File: src/hw/rtl/gpk_pkg.sv
package gpk_pkg;

  localparam int MAX_PAIRS  = 1024;
  localparam int IDX_W      = $clog2(MAX_PAIRS);
  localparam int CNT_W      = $clog2(MAX_PAIRS + 1);
  localparam int GLYPH_W    = 16;
  localparam int ADV_W      = 32;
  localparam int KEY_W      = 2 * GLYPH_W;
  localparam int OP_W       = 2;
  localparam int IN_DATA_W  = 112;
  localparam int OUT_DATA_W = 48;

  localparam logic [OP_W-1:0] OP_CLEAR  = 2'd0;
  localparam logic [OP_W-1:0] OP_APPEND = 2'd1;
  localparam logic [OP_W-1:0] OP_GLYPH  = 2'd2;

  // Rounding of an adjustment to whole pixels in 26.6.
  localparam logic [ADV_W-1:0] ROUND_HALF = 32'd32;
  localparam logic [ADV_W-1:0] PIXEL_MASK = 32'hFFFF_FFC0;

  typedef struct packed {
    logic take;
    logic probe;
    logic emit_held;
    logic emit_cur;
  } gpk_cmd_t;

  typedef struct packed {
    logic held_valid;
    logic cur_last;
    logic probe_live;
    logic hit;
    logic slot_free;
  } gpk_sts_t;

endpackage

File: src/hw/rtl/gpk_ctrl.sv
module gpk_ctrl (
  input  logic                      clk,
  input  logic                      rst_n,
  input  logic                      in_tvalid,
  output logic                      in_tready,
  input  logic [gpk_pkg::OP_W-1:0]  in_op,
  input  logic                      in_last,
  input  gpk_pkg::gpk_sts_t         sts,
  output gpk_pkg::gpk_cmd_t         cmd
);

  localparam logic [1:0] ST_IDLE      = 2'd0;
  localparam logic [1:0] ST_PROBE     = 2'd1;
  localparam logic [1:0] ST_EMIT_HELD = 2'd2;
  localparam logic [1:0] ST_EMIT_LAST = 2'd3;

  logic [1:0] state_r;
  logic [1:0] state_nxt;

  always_comb begin
    state_nxt     = state_r;
    in_tready     = 1'b0;
    cmd.take      = 1'b0;
    cmd.probe     = 1'b0;
    cmd.emit_held = 1'b0;
    cmd.emit_cur  = 1'b0;
    case (state_r)
      ST_IDLE: begin
        in_tready = 1'b1;
        if (in_tvalid) begin
          cmd.take = 1'b1;
          if (in_op == gpk_pkg::OP_GLYPH) begin
            if (sts.held_valid) begin
              state_nxt = sts.probe_live ? ST_PROBE : ST_EMIT_HELD;
            end else if (in_last) begin
              state_nxt = ST_EMIT_LAST;
            end
          end
        end
      end
      ST_PROBE: begin
        cmd.probe = 1'b1;
        if (sts.hit || !sts.probe_live) begin
          state_nxt = ST_EMIT_HELD;
        end
      end
      ST_EMIT_HELD: begin
        if (sts.slot_free) begin
          cmd.emit_held = 1'b1;
          state_nxt     = sts.cur_last ? ST_EMIT_LAST : ST_IDLE;
        end
      end
      ST_EMIT_LAST: begin
        if (sts.slot_free) begin
          cmd.emit_cur = 1'b1;
          state_nxt    = ST_IDLE;
        end
      end
      default: begin
        state_nxt = ST_IDLE;
      end
    endcase
  end

  always_ff @(posedge clk) begin
    if (!rst_n) begin
      state_r <= ST_IDLE;
    end else begin
      state_r <= state_nxt;
    end
  end

endmodule

File: config.mk
export PLATFORM = sky130hd
export DESIGN_NAME = gpk_ctrl
export DESIGN_NICKNAME = d
export VERILOG_FILES = /design/src/hw/rtl/gpk_pkg.sv /design/src/hw/rtl/gpk_ctrl.sv
export SDC_FILE = /design/constraint.sdc
export NUM_CORES = 1
export LEC_CHECK = 0
export BUFFER_PORTS_ARGS = -buffer_cell sky130_fd_sc_hd__buf_2
export CELL_PAD_IN_SITES_DETAIL_PLACEMENT = 0
export CELL_PAD_IN_SITES_GLOBAL_PLACEMENT = 1
export CORE_AREA = 2 2 39 41
export DETAILED_ROUTE_END_ITERATION = 10
export DIE_AREA = 0 0 41 43
export PLACE_DENSITY_LB_ADDON = 0.1
export SKIP_CTS_REPAIR_TIMING = 1
export SLEW_MARGIN = 20
export SYNTH_ARGS = -nofsm -noshare
export SYNTH_HDL_FRONTEND = slang
export SYNTH_SLANG_ARGS = --single-unit
export TNS_END_PERCENT = 30
File: constraint.sdc
create_clock -name clk -period 2.25 [get_ports clk]
set_clock_uncertainty 0.1 [all_clocks]
set_input_delay 0.225 -clock clk [delete_from_list [all_inputs] [get_ports clk]]
set_output_delay 0.225 -clock clk [all_outputs]
set_load 0.01 [all_outputs]
After elaboration in Yosys (flattened, before gate mapping)
Cells that the tools add are included.
Storage, ports and cells
  memories kept: 0
  bits in read-only memories: 0
  output and inout bits: 5
  memory bits (writable): 0
  input bits: 11
  bits in latches: 0
  bits in registers: 2
  word-level logic and storage cells: 32
Cells by class
  equality and inequality tests: 10
  multiply operators: 0
  reductions and logical operators: 4
  divide/modulo/power cells: 0
  shifts and indexed selects: 0
  bitwise gates (word level): 0
  muxes and demuxes: 17
  add/subtract/negate cells: 0
  order comparisons: 0
Operators with widths (number)
  2-to-1 mux 2 bit: 9
  inequality test 2 bit (second input constant): 5
  one-hot mux 2 bit (4 select lines): 1
  2-to-1 mux 1 bit: 7
  == test 2 bit (second input constant): 3
  AND reduction 6 bit: 1
  inequality test 3 bit (second input constant): 1
  == test 2 x 1 -> 1 bit (second input constant): 1
  logical NOT 2 bit: 1
  logical NOT 1 bit: 1
  logical OR 1 bit: 1

Longest topological paths before layout
Gate-level depths: netlist of run 1.
  word-level depth: 5
  mapped depth: 4
  mapped depth without buffers: 4

Worst setup path after synthesis of run 1
OpenSTA, ideal clock, no wires.
  kind: register -> register
  start: register state_r[1]
  end: register state_r[0]
  setup time: 0.095 ns
  stages on the path, launching flop included: 5
  path slack: 0.939 ns
  data required time: 2.055 ns
  period minus slack after synthesis: 1.311 ns
  buffers on the path: 0
  arrival time: 1.116 ns
  path through: dfxtp_1 > nor2_4 > nand4b_1 > or4_1 > o311ai_1
On the way
  word-level cells in the longest chain between the ends: 3
  elaborated cells on any way between the ends: 12
  those cells by class: eq/ne: 9; mux: 1; reduce/logical: 2
RTL lines
  start: declaration: RTL line gpk_ctrl.sv:17  | logic [1:0] state_r;
  start signal: assignment: RTL line gpk_ctrl.sv:69  | state_r <= state_nxt;
  == test 2 x 1 -> 1 bit (tied with other cells): RTL line gpk_ctrl.sv:27  | case (state_r)
  inequality test 2 bit (no line) or inequality test 3 bit (tied branches)
  AND reduction 6 bit (no line)
Several ways; a longest one is shown, not always the timed one.
A chain may end at the register's enable or synchronous reset.

==> metrics.txt, run 1 <==
maxcap violations=0; vias per inst=4.237; Area Overhead vs Synth=61.44%; Max Buffers Root-to-Sink=2; Final Util=about 22%; synthesized area=191.4 µm²; Die Span Y=between 40 and 50 µm; Slew @ Worst Pin=between 300 and 400 ps; IO Count=16; DRT iter0 DRCs=1; worst slack, placed=between 800 and 900 ps; IO Port Bufs=15; Non-Filler Instances=59; placed wire-length estimate=471.9 µm; post-synthesis cell type count=18; drt first pass iters=2; total track usage=roughly 8.5%; CTS root buf=clkbuf_4; Multi-input gate area=approximately 150 µm²; Leak=0.1506 nW; post-synthesis average cell area=~7.7 µm²; reg-to-reg startpoint=state_r[1]$_SDFFE_PN0P_; total global routing overflow=0; Peak Freq=slightly below 700 MHz; CORE AREA=0.001384 mm²; die area=0.001763 mm²; Worst Path Arrival=roughly 1100 ps; Clk pin slew, worst setup/hold paths=30 ps; final worst setup slack=approximately 800 ps; CP Class=reg -> out; Final min period=between 1000 and 1500 ps; Max VDD drop=roughly 0.12 mV; worst hold path type=in -> reg; max reg flops=2; post-route antenna net violation count=0; Net count, final=56; crit path capture type=output port; CP startpoint kind=flop; initial antenna violation count=0; Via Count=250; vias in the first global route=between 200 and 300; DR WL/cell=between 9 and 10 µm; Placed Instances=56; Hold Violations, Final=0; H-tree levels=1; first-pass GRT wire length=just under 1000 µm; residual DRC count=0; Pins Over Slew Limit=0; HP Start=rst_n; largest net degree at the start of global routing=8; final wirelength=between 500 and 600 µm; die width=41 µm; Pwr Density=between 500 and 600 mW/mm²; CP required=between 1500 and 2000 ps; synth warn=0; # setup viols final=0; final period utilization=64.00%; crit-path max FO=7; RSZ-0062 raised after global routing=no; clock sink count=2; share of layout cells above drive strength 1=approximately half; Worst setup startpoint=state_r[1]$_SDFFE_PN0P_; biggest regs=state_r x2; num rows=14; status=finished clean; Num CTS Buffers=3; Initial Util=13.83%; Relative slew margins=between 70% and 80%; Setup TNS Final=0 ps; GP Congestion=~0.7; synthesized flop and latch total=2; post-synthesis sequential area ratio=between 20% and 30%; Top reg by flops=state_r; filler instances=between 150 and 200; FF/Latch Area=about 40 µm²; dpl cell area=around 290 µm²; Gate Count Post-Synth=25; nets in the synthesized netlist=36; Clk Latency, worst-skew pair=between 200 and 250 ps; Finished Cell Area=roughly 300 µm²; antenna diode count=0; CTS tree=built
[kinds of logic (layout without fill, tap and decap cells)]
logic type,Yosys count,in the layout,synth area share (%)
AND/OR/NAND/NOR,17,17,53.60
multiplexers,2,2,10.46
flip-flops,2,2,20.92
buffers and inverters,1,19,1.959
AO/OA/AOI/OAI,3,3,13.08
[stage by stage]
stage,power [W],hold slack [ps]
after floorplan,0.00007377,267.1
after global placement,0.00009803,420.8
after detailed placement,0.00009682,423.3
after CTS,0.0001786,189.9
after global routing,0.0001904,201.8
final,0.0001740,193.4
[worst paths after layout]
kind	end	cells past startpoint	slack, ps
worst max-delay path	cmd[2]	2	810
worst min-delay path	state_r[1]$_SDFFE_PN0P_	3	190
worst max register to register	state_r[0]$_SDFFE_PN0P_	4	860
worst min register to register	state_r[1]$_SDFFE_PN0P_	2	490
[report_power, final]
part	switching, W	internal [W]
clock	0.0000198	0.0000588
sequential	0.00000780	0.0000391
combinational	0.0000225	0.0000261
total	0.0000501	0.000124
[cells in the mapped netlist]
master	count	area share (%)
nand2_1	4	7.8
dfxtp_1	2	21
mux2i_1	2	10
nand2b_1	2	6.5
nor2_1	2	3.9
a32oi_1	1	4.6
and2_2	1	3.9
and2b_2	1	4.6
and3_2	1	3.9
inv_1	1	2.0
nand3_1	1	2.6
nand4b_1	1	4.6
nor2_4	1	5.9
nor2b_1	1	3.3
nor3_1	1	2.6
o211ai_1	1	3.9
o311ai_1	1	4.6
or4_1	1	3.9
[critical path, cell delays in order (launching register included)]
cell and delay [ps]:
dfxtp_1 490, and2b_2 270, buf_2 130
[cells in the final DEF, fill, tap and decap left out, drive strengths merged]
master  Yosys  layout
nor2b       1       1
and2        1       1
and3        1       1
clkbuf      0       3
nand4b      1       1
and2b       1       1
o311ai      1       1
inv         1       1
mux2i       2       2
nor3        1       1
dfxtp       2       2
a32oi       1       1
or4         1       1
buf         0      15
nand2       4       4
nand3       1       1
o211ai      1       1
nor2        3       3
nand2b      2       2
[layer usage]
metal / GRT usage [%] / share of wire [%] / vias to the layer above
li1: - / - / 131
met1: 11.15 / 47 / 106
met2: 10.94 / 43 / 13
met3: 3.141 / 9.7 / 0
met4: 6.000 / 0 / 0
met5: 0 / 0 / -
[cell type report]
cell class / count / share of cell area [%]
well taps: 16 / 6.478
multi-input cells: 22 / 47.77
inverters: 1 / 1.215
flip-flops and latches: 2 / 12.96
repair buffers: 15 / 24.29
clock buffers: 3 / 7.287
(Power assumes the default switching activity.)
==> run 2, diff against run 1 <==
clock period = 1.2 ns   (was 2.25 ns; I/O delays follow)
==> run 2 against run 1 <==
The run now ends with negative setup slack left. First-iteration DRC count is the same. Routed wire length up 2.4%. Via count up 4.4%. Final cell count rose by 5.1%. Largest cell class unchanged. Highest routed layer unchanged.
==> metrics.txt, run 2 (same netlist as run 1, synthesis figures left out) <==
status=finished, violations left (was finished clean); failing checks=negative setup slack; Reg-to-Reg End=state_r[0]$_SDFFE_PN0P_ (unchanged); Worst Path Arrival=1320 ps (was 1110 ps); Setup TNS Final=-150.9 ps (was 0 ps); # setup viols final=2 (was 0); FF/Latch Area=47.55 µm² (was 40.04 µm²); commonest non-fill, non-tap cell in the layout=buf_2 (unchanged); Max VDD drop=0.2347 mV (was 0.1239 mV); biggest regs=state_r x2 (unchanged); drt first pass iters=2 (unchanged); vias in the first global route=259 (was 261); antenna diode count=0 (unchanged); reg-to-reg startpoint=state_r[0]$_SDFFE_PN0P_ (was state_r[1]$_SDFFE_PN0P_); final wirelength=591 µm (was 577 µm); Worst setup startpoint=state_r[0]$_SDFFE_PN0P_ (was state_r[1]$_SDFFE_PN0P_); clock sink count=2 (unchanged); filler instances=160 (was 163); Top reg by flops=state_r (unchanged); R2R setup slack=-110 ps (was 860 ps); Hold Violations, Final=0 (unchanged); die area=0.001763 mm² (unchanged); first-pass GRT wire length=931 µm (was 993 µm); total track usage=7.908% (was 8.509%); CP Depth=4 (was 2); Area Overhead vs Synth=93.46% (was 61.44%); Via Count=261 (was 250); Pwr Density=967.1 mW/mm² (was 563.1 mW/mm²); RSZ-0062 raised after global routing=yes (was no); CP Class=reg -> reg (was reg -> out); Final Util=26.76% (was 22.33%); most frequent cells in the layout=buf_2, nand2_1, clkbuf_4, buf_6 (was buf_2, nand2_1, clkbuf_4); H-tree levels=1 (unchanged); share of layout cells above drive strength 1=65.22% (was 51.16%); Initial Util=13.83% (unchanged); IO Port Bufs=15 (unchanged); Hold Path Sink=state_r[1]$_SDFFE_PN0P_ (unchanged); max reg flops=2 (unchanged); final period utilization=108.8%; Pins Over Slew Limit=0 (unchanged); CP required=1220 ps (was 1920 ps); Max Buffers Root-to-Sink=2 (unchanged); cells on worst reg2reg path=4 (unchanged); die width=41 µm (unchanged); Slew @ Worst Pin=207.3 ps (was 311.7 ps); DR WL/cell=9.532 µm (was 9.780 µm); Peak Freq=766.1 MHz; final worst setup slack=-105.3 ps (was 810.0 ps); Clk pin slew, worst setup/hold paths=30 ps (about the same); placed wire-length estimate=500.5 µm (was 471.9 µm); largest net degree at the start of global routing=8 (unchanged); Die Span Y=43 µm (unchanged); Num CTS Buffers=3 (unchanged); post-route antenna net violation count=0 (unchanged); CTS root buf=clkbuf_4 (unchanged); CTS tree=built (unchanged); CP delay by family, top=simple AND/OR/NAND/NOR gates (was flip-flops); CP peak stage delay=430 ps (was 490 ps); DRT iter0 DRCs=1 (unchanged); Multi-input gate area=162.7 µm² (was 147.6 µm²); critical path's slowest cell=or4_4 (was dfxtp_1); worst hold path type=in -> reg (unchanged); CP startpoint kind=flop (unchanged); num rows=14 (unchanged); Relative slew margins=86.12% (was 79.19%); vias per inst=4.210 (was 4.237); Clk Latency, worst-skew pair=220 ps (about the same); Net count, final=59 (was 56); HP Start=rst_n (unchanged); GP Congestion=0.7209 (was 0.6878); initial antenna violation count=0 (unchanged); hold-critical path depth=3 (unchanged); maxcap violations=0 (unchanged); CORE AREA=0.001384 mm² (unchanged); CP cell instances=nor2_4 -> nand4b_1 -> or4_4 -> o311ai_2 (was and2b_2 -> buf_2); Leak=0.1768 nW (was 0.1506 nW); residual DRC count=0 (unchanged); Buffers & Inverters on Critical Path=0 (was 1); IO Count=16 (unchanged); crit-path max FO=7 (unchanged); Final min period=around 1300 ps; crit path capture type=flop (was output port); total global routing overflow=0 (unchanged)
[run 2: cell type report]
cell class / instances / share of cell area, %
tap: 16 / 5.405
sequential: 2 / 12.84
clock buffer: 3 / 6.081
inverter: 1 / 1.014
multi-input combinational: 22 / 43.92
timing repair buffer: 18 / 30.74
[run 2: worst max-delay path by stage]
stage	end	slack, ps
floorplan	state_r[0]$_SDFFE_PN0P_	-70
finish	state_r[0]$_SDFFE_PN0P_	-110
global placement	state_r[0]$_SDFFE_PN0P_	-60
detailed placement	state_r[0]$_SDFFE_PN0P_	-80
CTS	cmd[3]	-130
global route	state_r[0]$_SDFFE_PN0P_	-140
[run 2: stage by stage]
| step | std cells | setup WS (ps) | area, µm² | total power, W | hold slack (ps) |
|---|---|---|---|---|---|
| 2_1_floorplan | 25 | -66.72 | 193.9 | 0.0001388 | 154.6 |
| 3_3_place_gp | 59 | -55.22 | 311.5 | 0.0002044 | 311.9 |
| 3_5_place_dp | 59 | -76.27 | 311.5 | 0.0002020 | 306.3 |
| 4_1_cts | 62 | -131.1 | 334.1 | 0.0003518 | 74.93 |
| 5_1_grt | 62 | -139.1 | 370.4 | 0.0003875 | 106.7 |
| 6_report | 62 | -105.3 | 370.4 | 0.0003582 | 76.10 |
[run 2: power breakdown]
part	leakage, nW	internal (W)	switching, W	total [W]
combinational	0.145	0.0000764	0.0000534	0.000130
sequential	0.0178	0.0000736	0.0000115	0.0000851
clock	0.0138	0.000110	0.0000334	0.000143
total	0.177	0.000260	0.0000983	0.000358
[run 2: worst min-delay path, delay by kind of cell]
family	cells	cell delay [ps]
buffers and inverters	1	120
muxes	1	50
and+or+nand+nor	1	50
[run 2: per-layer routing]
metal  part of all wire [%]  wire length [µm]  track usage, %
met5                      0                 0               0
met4                      0                 0           8.000
met3                    6.6                39               0
met2                     54               322           11.88
met1                     39               229           9.236
==> run 3, diff against run 2 <==
SKIP_CTS_REPAIR_TIMING = unset   (was 1)
==> run 3 against run 2 <==
The run still ends with negative setup slack left. Die area unchanged. Maximum frequency increased by 0.98%. Power increased by 1.6%. Register-to-register slack about the same. Sequential cell count unchanged. Via count increased by 1.5%. Non-clock buffer count increased by 1. Clock power about the same. Final cell count increased by 1.6%. Sequential share of layout area decreased by 0.46 points. Critical endpoint unchanged.
==> metrics.txt, run 3 (same netlist as run 1, synthesis figures left out) <==
post-route antenna net violation count=0 (unchanged); biggest regs=state_r x2 (unchanged); Multi-input gate area=162.7 µm² (unchanged); Reg-to-Reg End=state_r[0]$_SDFFE_PN0P_ (unchanged); Top reg by flops=state_r (unchanged); CP Depth=4 (unchanged); residual DRC count=0 (unchanged); Clk pin slew, worst setup/hold paths=30 ps (about the same); cells on worst reg2reg path=4 (unchanged); DR WL/cell=9.381 µm (was 9.532 µm); Worst setup startpoint=state_r[0]$_SDFFE_PN0P_ (unchanged); CORE AREA=0.001384 mm² (unchanged); max reg flops=2 (unchanged); Num CTS Buffers=3 (unchanged); total global routing overflow=0 (unchanged); Final min period=1293 ps (was 1305 ps); IO Count=16 (unchanged); IO Port Bufs=15 (unchanged); filler instances=164 (was 160); met1 wire length=251 µm (was 229 µm); vias in the first global route=262 (was 259); Max Buffers Root-to-Sink=2 (unchanged); Pwr Density=947.2 mW/mm² (was 967.1 mW/mm²); RSZ-0062 raised after global routing=yes (unchanged); Buffers & Inverters on Critical Path=0 (unchanged); maxcap violations=0 (unchanged); critical path's slowest cell=or4_4 (unchanged); Via Count=265 (was 261); crit path capture type=flop (unchanged); Pins Over Slew Limit=0 (unchanged); CTS tree=built (unchanged); Peak Freq=773.7 MHz (was 766.1 MHz); share of layout cells above drive strength 1=65.96% (was 65.22%); drt first pass iters=2 (unchanged); FF/Latch Area=47.55 µm² (unchanged); Area Overhead vs Synth=100.7% (was 93.46%); WL met2=300 µm (was 322 µm); Max VDD drop=0.2333 mV (was 0.2347 mV); first-pass GRT wire length=952 µm (was 931 µm); reg-to-reg startpoint=state_r[0]$_SDFFE_PN0P_ (unchanged); CTS root buf=clkbuf_4 (unchanged); final period utilization=107.7% (was 108.8%); CP peak stage delay=440 ps (was 430 ps); # setup viols final=5 (was 2); CP startpoint kind=flop (unchanged); met3 routed WL=39 µm (unchanged); DRT iter0 DRCs=1 (unchanged); most frequent cells in the layout=buf_2, buf_6, nand2_1, clkbuf_4, buf_4 (was buf_2, nand2_1, clkbuf_4, buf_6); Slew @ Worst Pin=226.6 ps (was 207.3 ps); CP required=1220 ps (about the same); Initial Util=13.83% (unchanged); die width=41 µm (unchanged); CP Class=reg -> reg (unchanged); crit-path max FO=4 (was 7); Worst Hold Slack=74.39 ps (was 76.10 ps); die area=0.001763 mm² (unchanged); final wirelength=591 µm (unchanged); initial antenna violation count=0 (unchanged); clock sink count=2 (unchanged); Hold Violations, Final=0 (unchanged); crit path capture=state_r[0]$_SDFFE_PN0P_ (unchanged); antenna diode count=0 (unchanged); CP delay by family, top=simple AND/OR/NAND/NOR gates (unchanged); num rows=14 (unchanged); commonest non-fill, non-tap cell in the layout=buf_2 (unchanged); placed wire-length estimate=500.5 µm (unchanged); Net count, final=60 (was 59); GP Congestion=0.7209 (unchanged); total track usage=8.108% (was 7.908%); Worst Path Arrival=1310 ps (was 1320 ps); max layer used=met3 (unchanged); Clk Latency, worst-skew pair=220 ps (about the same); largest net degree at the start of global routing=5 (was 8); final worst setup slack=-92.56 ps (was -105.3 ps); status=finished, violations left (unchanged); failing checks=negative setup slack (unchanged); R2R setup slack=-90 ps (was -110 ps); Leak=0.1829 nW (was 0.1768 nW); H-tree levels=1 (unchanged); CP cell instances=nor2_4 -> nand4b_1 -> or4_4 -> o311ai_2 (unchanged); worst hold path type=in -> reg (unchanged); vias per inst=4.206 (was 4.210); Relative slew margins=84.83% (was 86.12%); Die Span Y=43 µm (unchanged); Final Util=27.76% (was 26.76%)
run 3: changes by cell type in the layout (fill, tap and decap cells not counted):
cell	previous run	this run
buf_4	2	3
buf_2	13	12
buf_6	3	4
run 3: worst min-delay path by stage:
stage                     startpoint                      end  slack [ps]  cells past startpoint
after floorplan                rst_n  state_r[1]$_SDFFE_PN0P_         150                      2
after global placement         rst_n  state_r[1]$_SDFFE_PN0P_         310                      3
after detailed placement       rst_n  state_r[1]$_SDFFE_PN0P_         310                      3
after CTS                      rst_n  state_r[1]$_SDFFE_PN0P_          70                      3
after global routing           rst_n  state_r[1]$_SDFFE_PN0P_         110                      3
final                          rst_n  state_r[1]$_SDFFE_PN0P_          70                      3
run 3: per-stage QoR:
stage	cells	cell area (µm²)	power [W]	TNS (ps)	setup WS, ps
floorplan	25	193.9	0.0001388	-66.72	-66.72
global placement	59	311.5	0.0002044	-66.49	-55.22
detailed placement	59	311.5	0.0002020	-76.27	-76.27
CTS	63	362.8	0.0003638	-235.5	-75.37
global route	63	384.1	0.0003926	-477.8	-139.8
finish	63	384.1	0.0003638	-213.7	-92.56
run 3: final cells by class:
class,instances,share of cell area (%)
multi-input cells,22,42.35
repair buffers,19,33.22
flip-flops and latches,2,12.38
clock buffers,3,5.863
well taps,16,5.212
inverters,1,0.9772
run 3: worst register-to-register path, cell delays in order, from the launching register on:
cell and delay [ps]:
dfxtp_4 350, nor2_4 100, nand4b_1 120, or4_4 440
o311ai_2 90
run 3: timing repair:
| action | in CTS | in global routing |
|---|---|---|
| endpoints found under the setup margin | 5 | 6 |
| buffers inserted | 1 | 0 |
| gates resized for setup | 6 | 4 |
| hold buffers | 0 | 0 |
| pin swaps | 1 | 0 |
| gates cloned | 0 | 0 |
run 3: metal layers:
metal / vias to the layer above / track usage [%]
met1: 117 / 9.554
li1: 138 / -
met3: 0 / 0.5236
met5: - / 0
met4: 0 / 8.000
met2: 10 / 11.88
run 3: power by group:
group | internal [W] | total [W] | switching (W) | leakage (nW)
combinational | 0.0000803 | 0.000136 | 0.0000552 | 0.151
sequential | 0.0000735 | 0.0000844 | 0.0000109 | 0.0178
clock | 0.000110 | 0.000144 | 0.0000339 | 0.0138
total | 0.000264 | 0.000364 | 0.000100 | 0.183
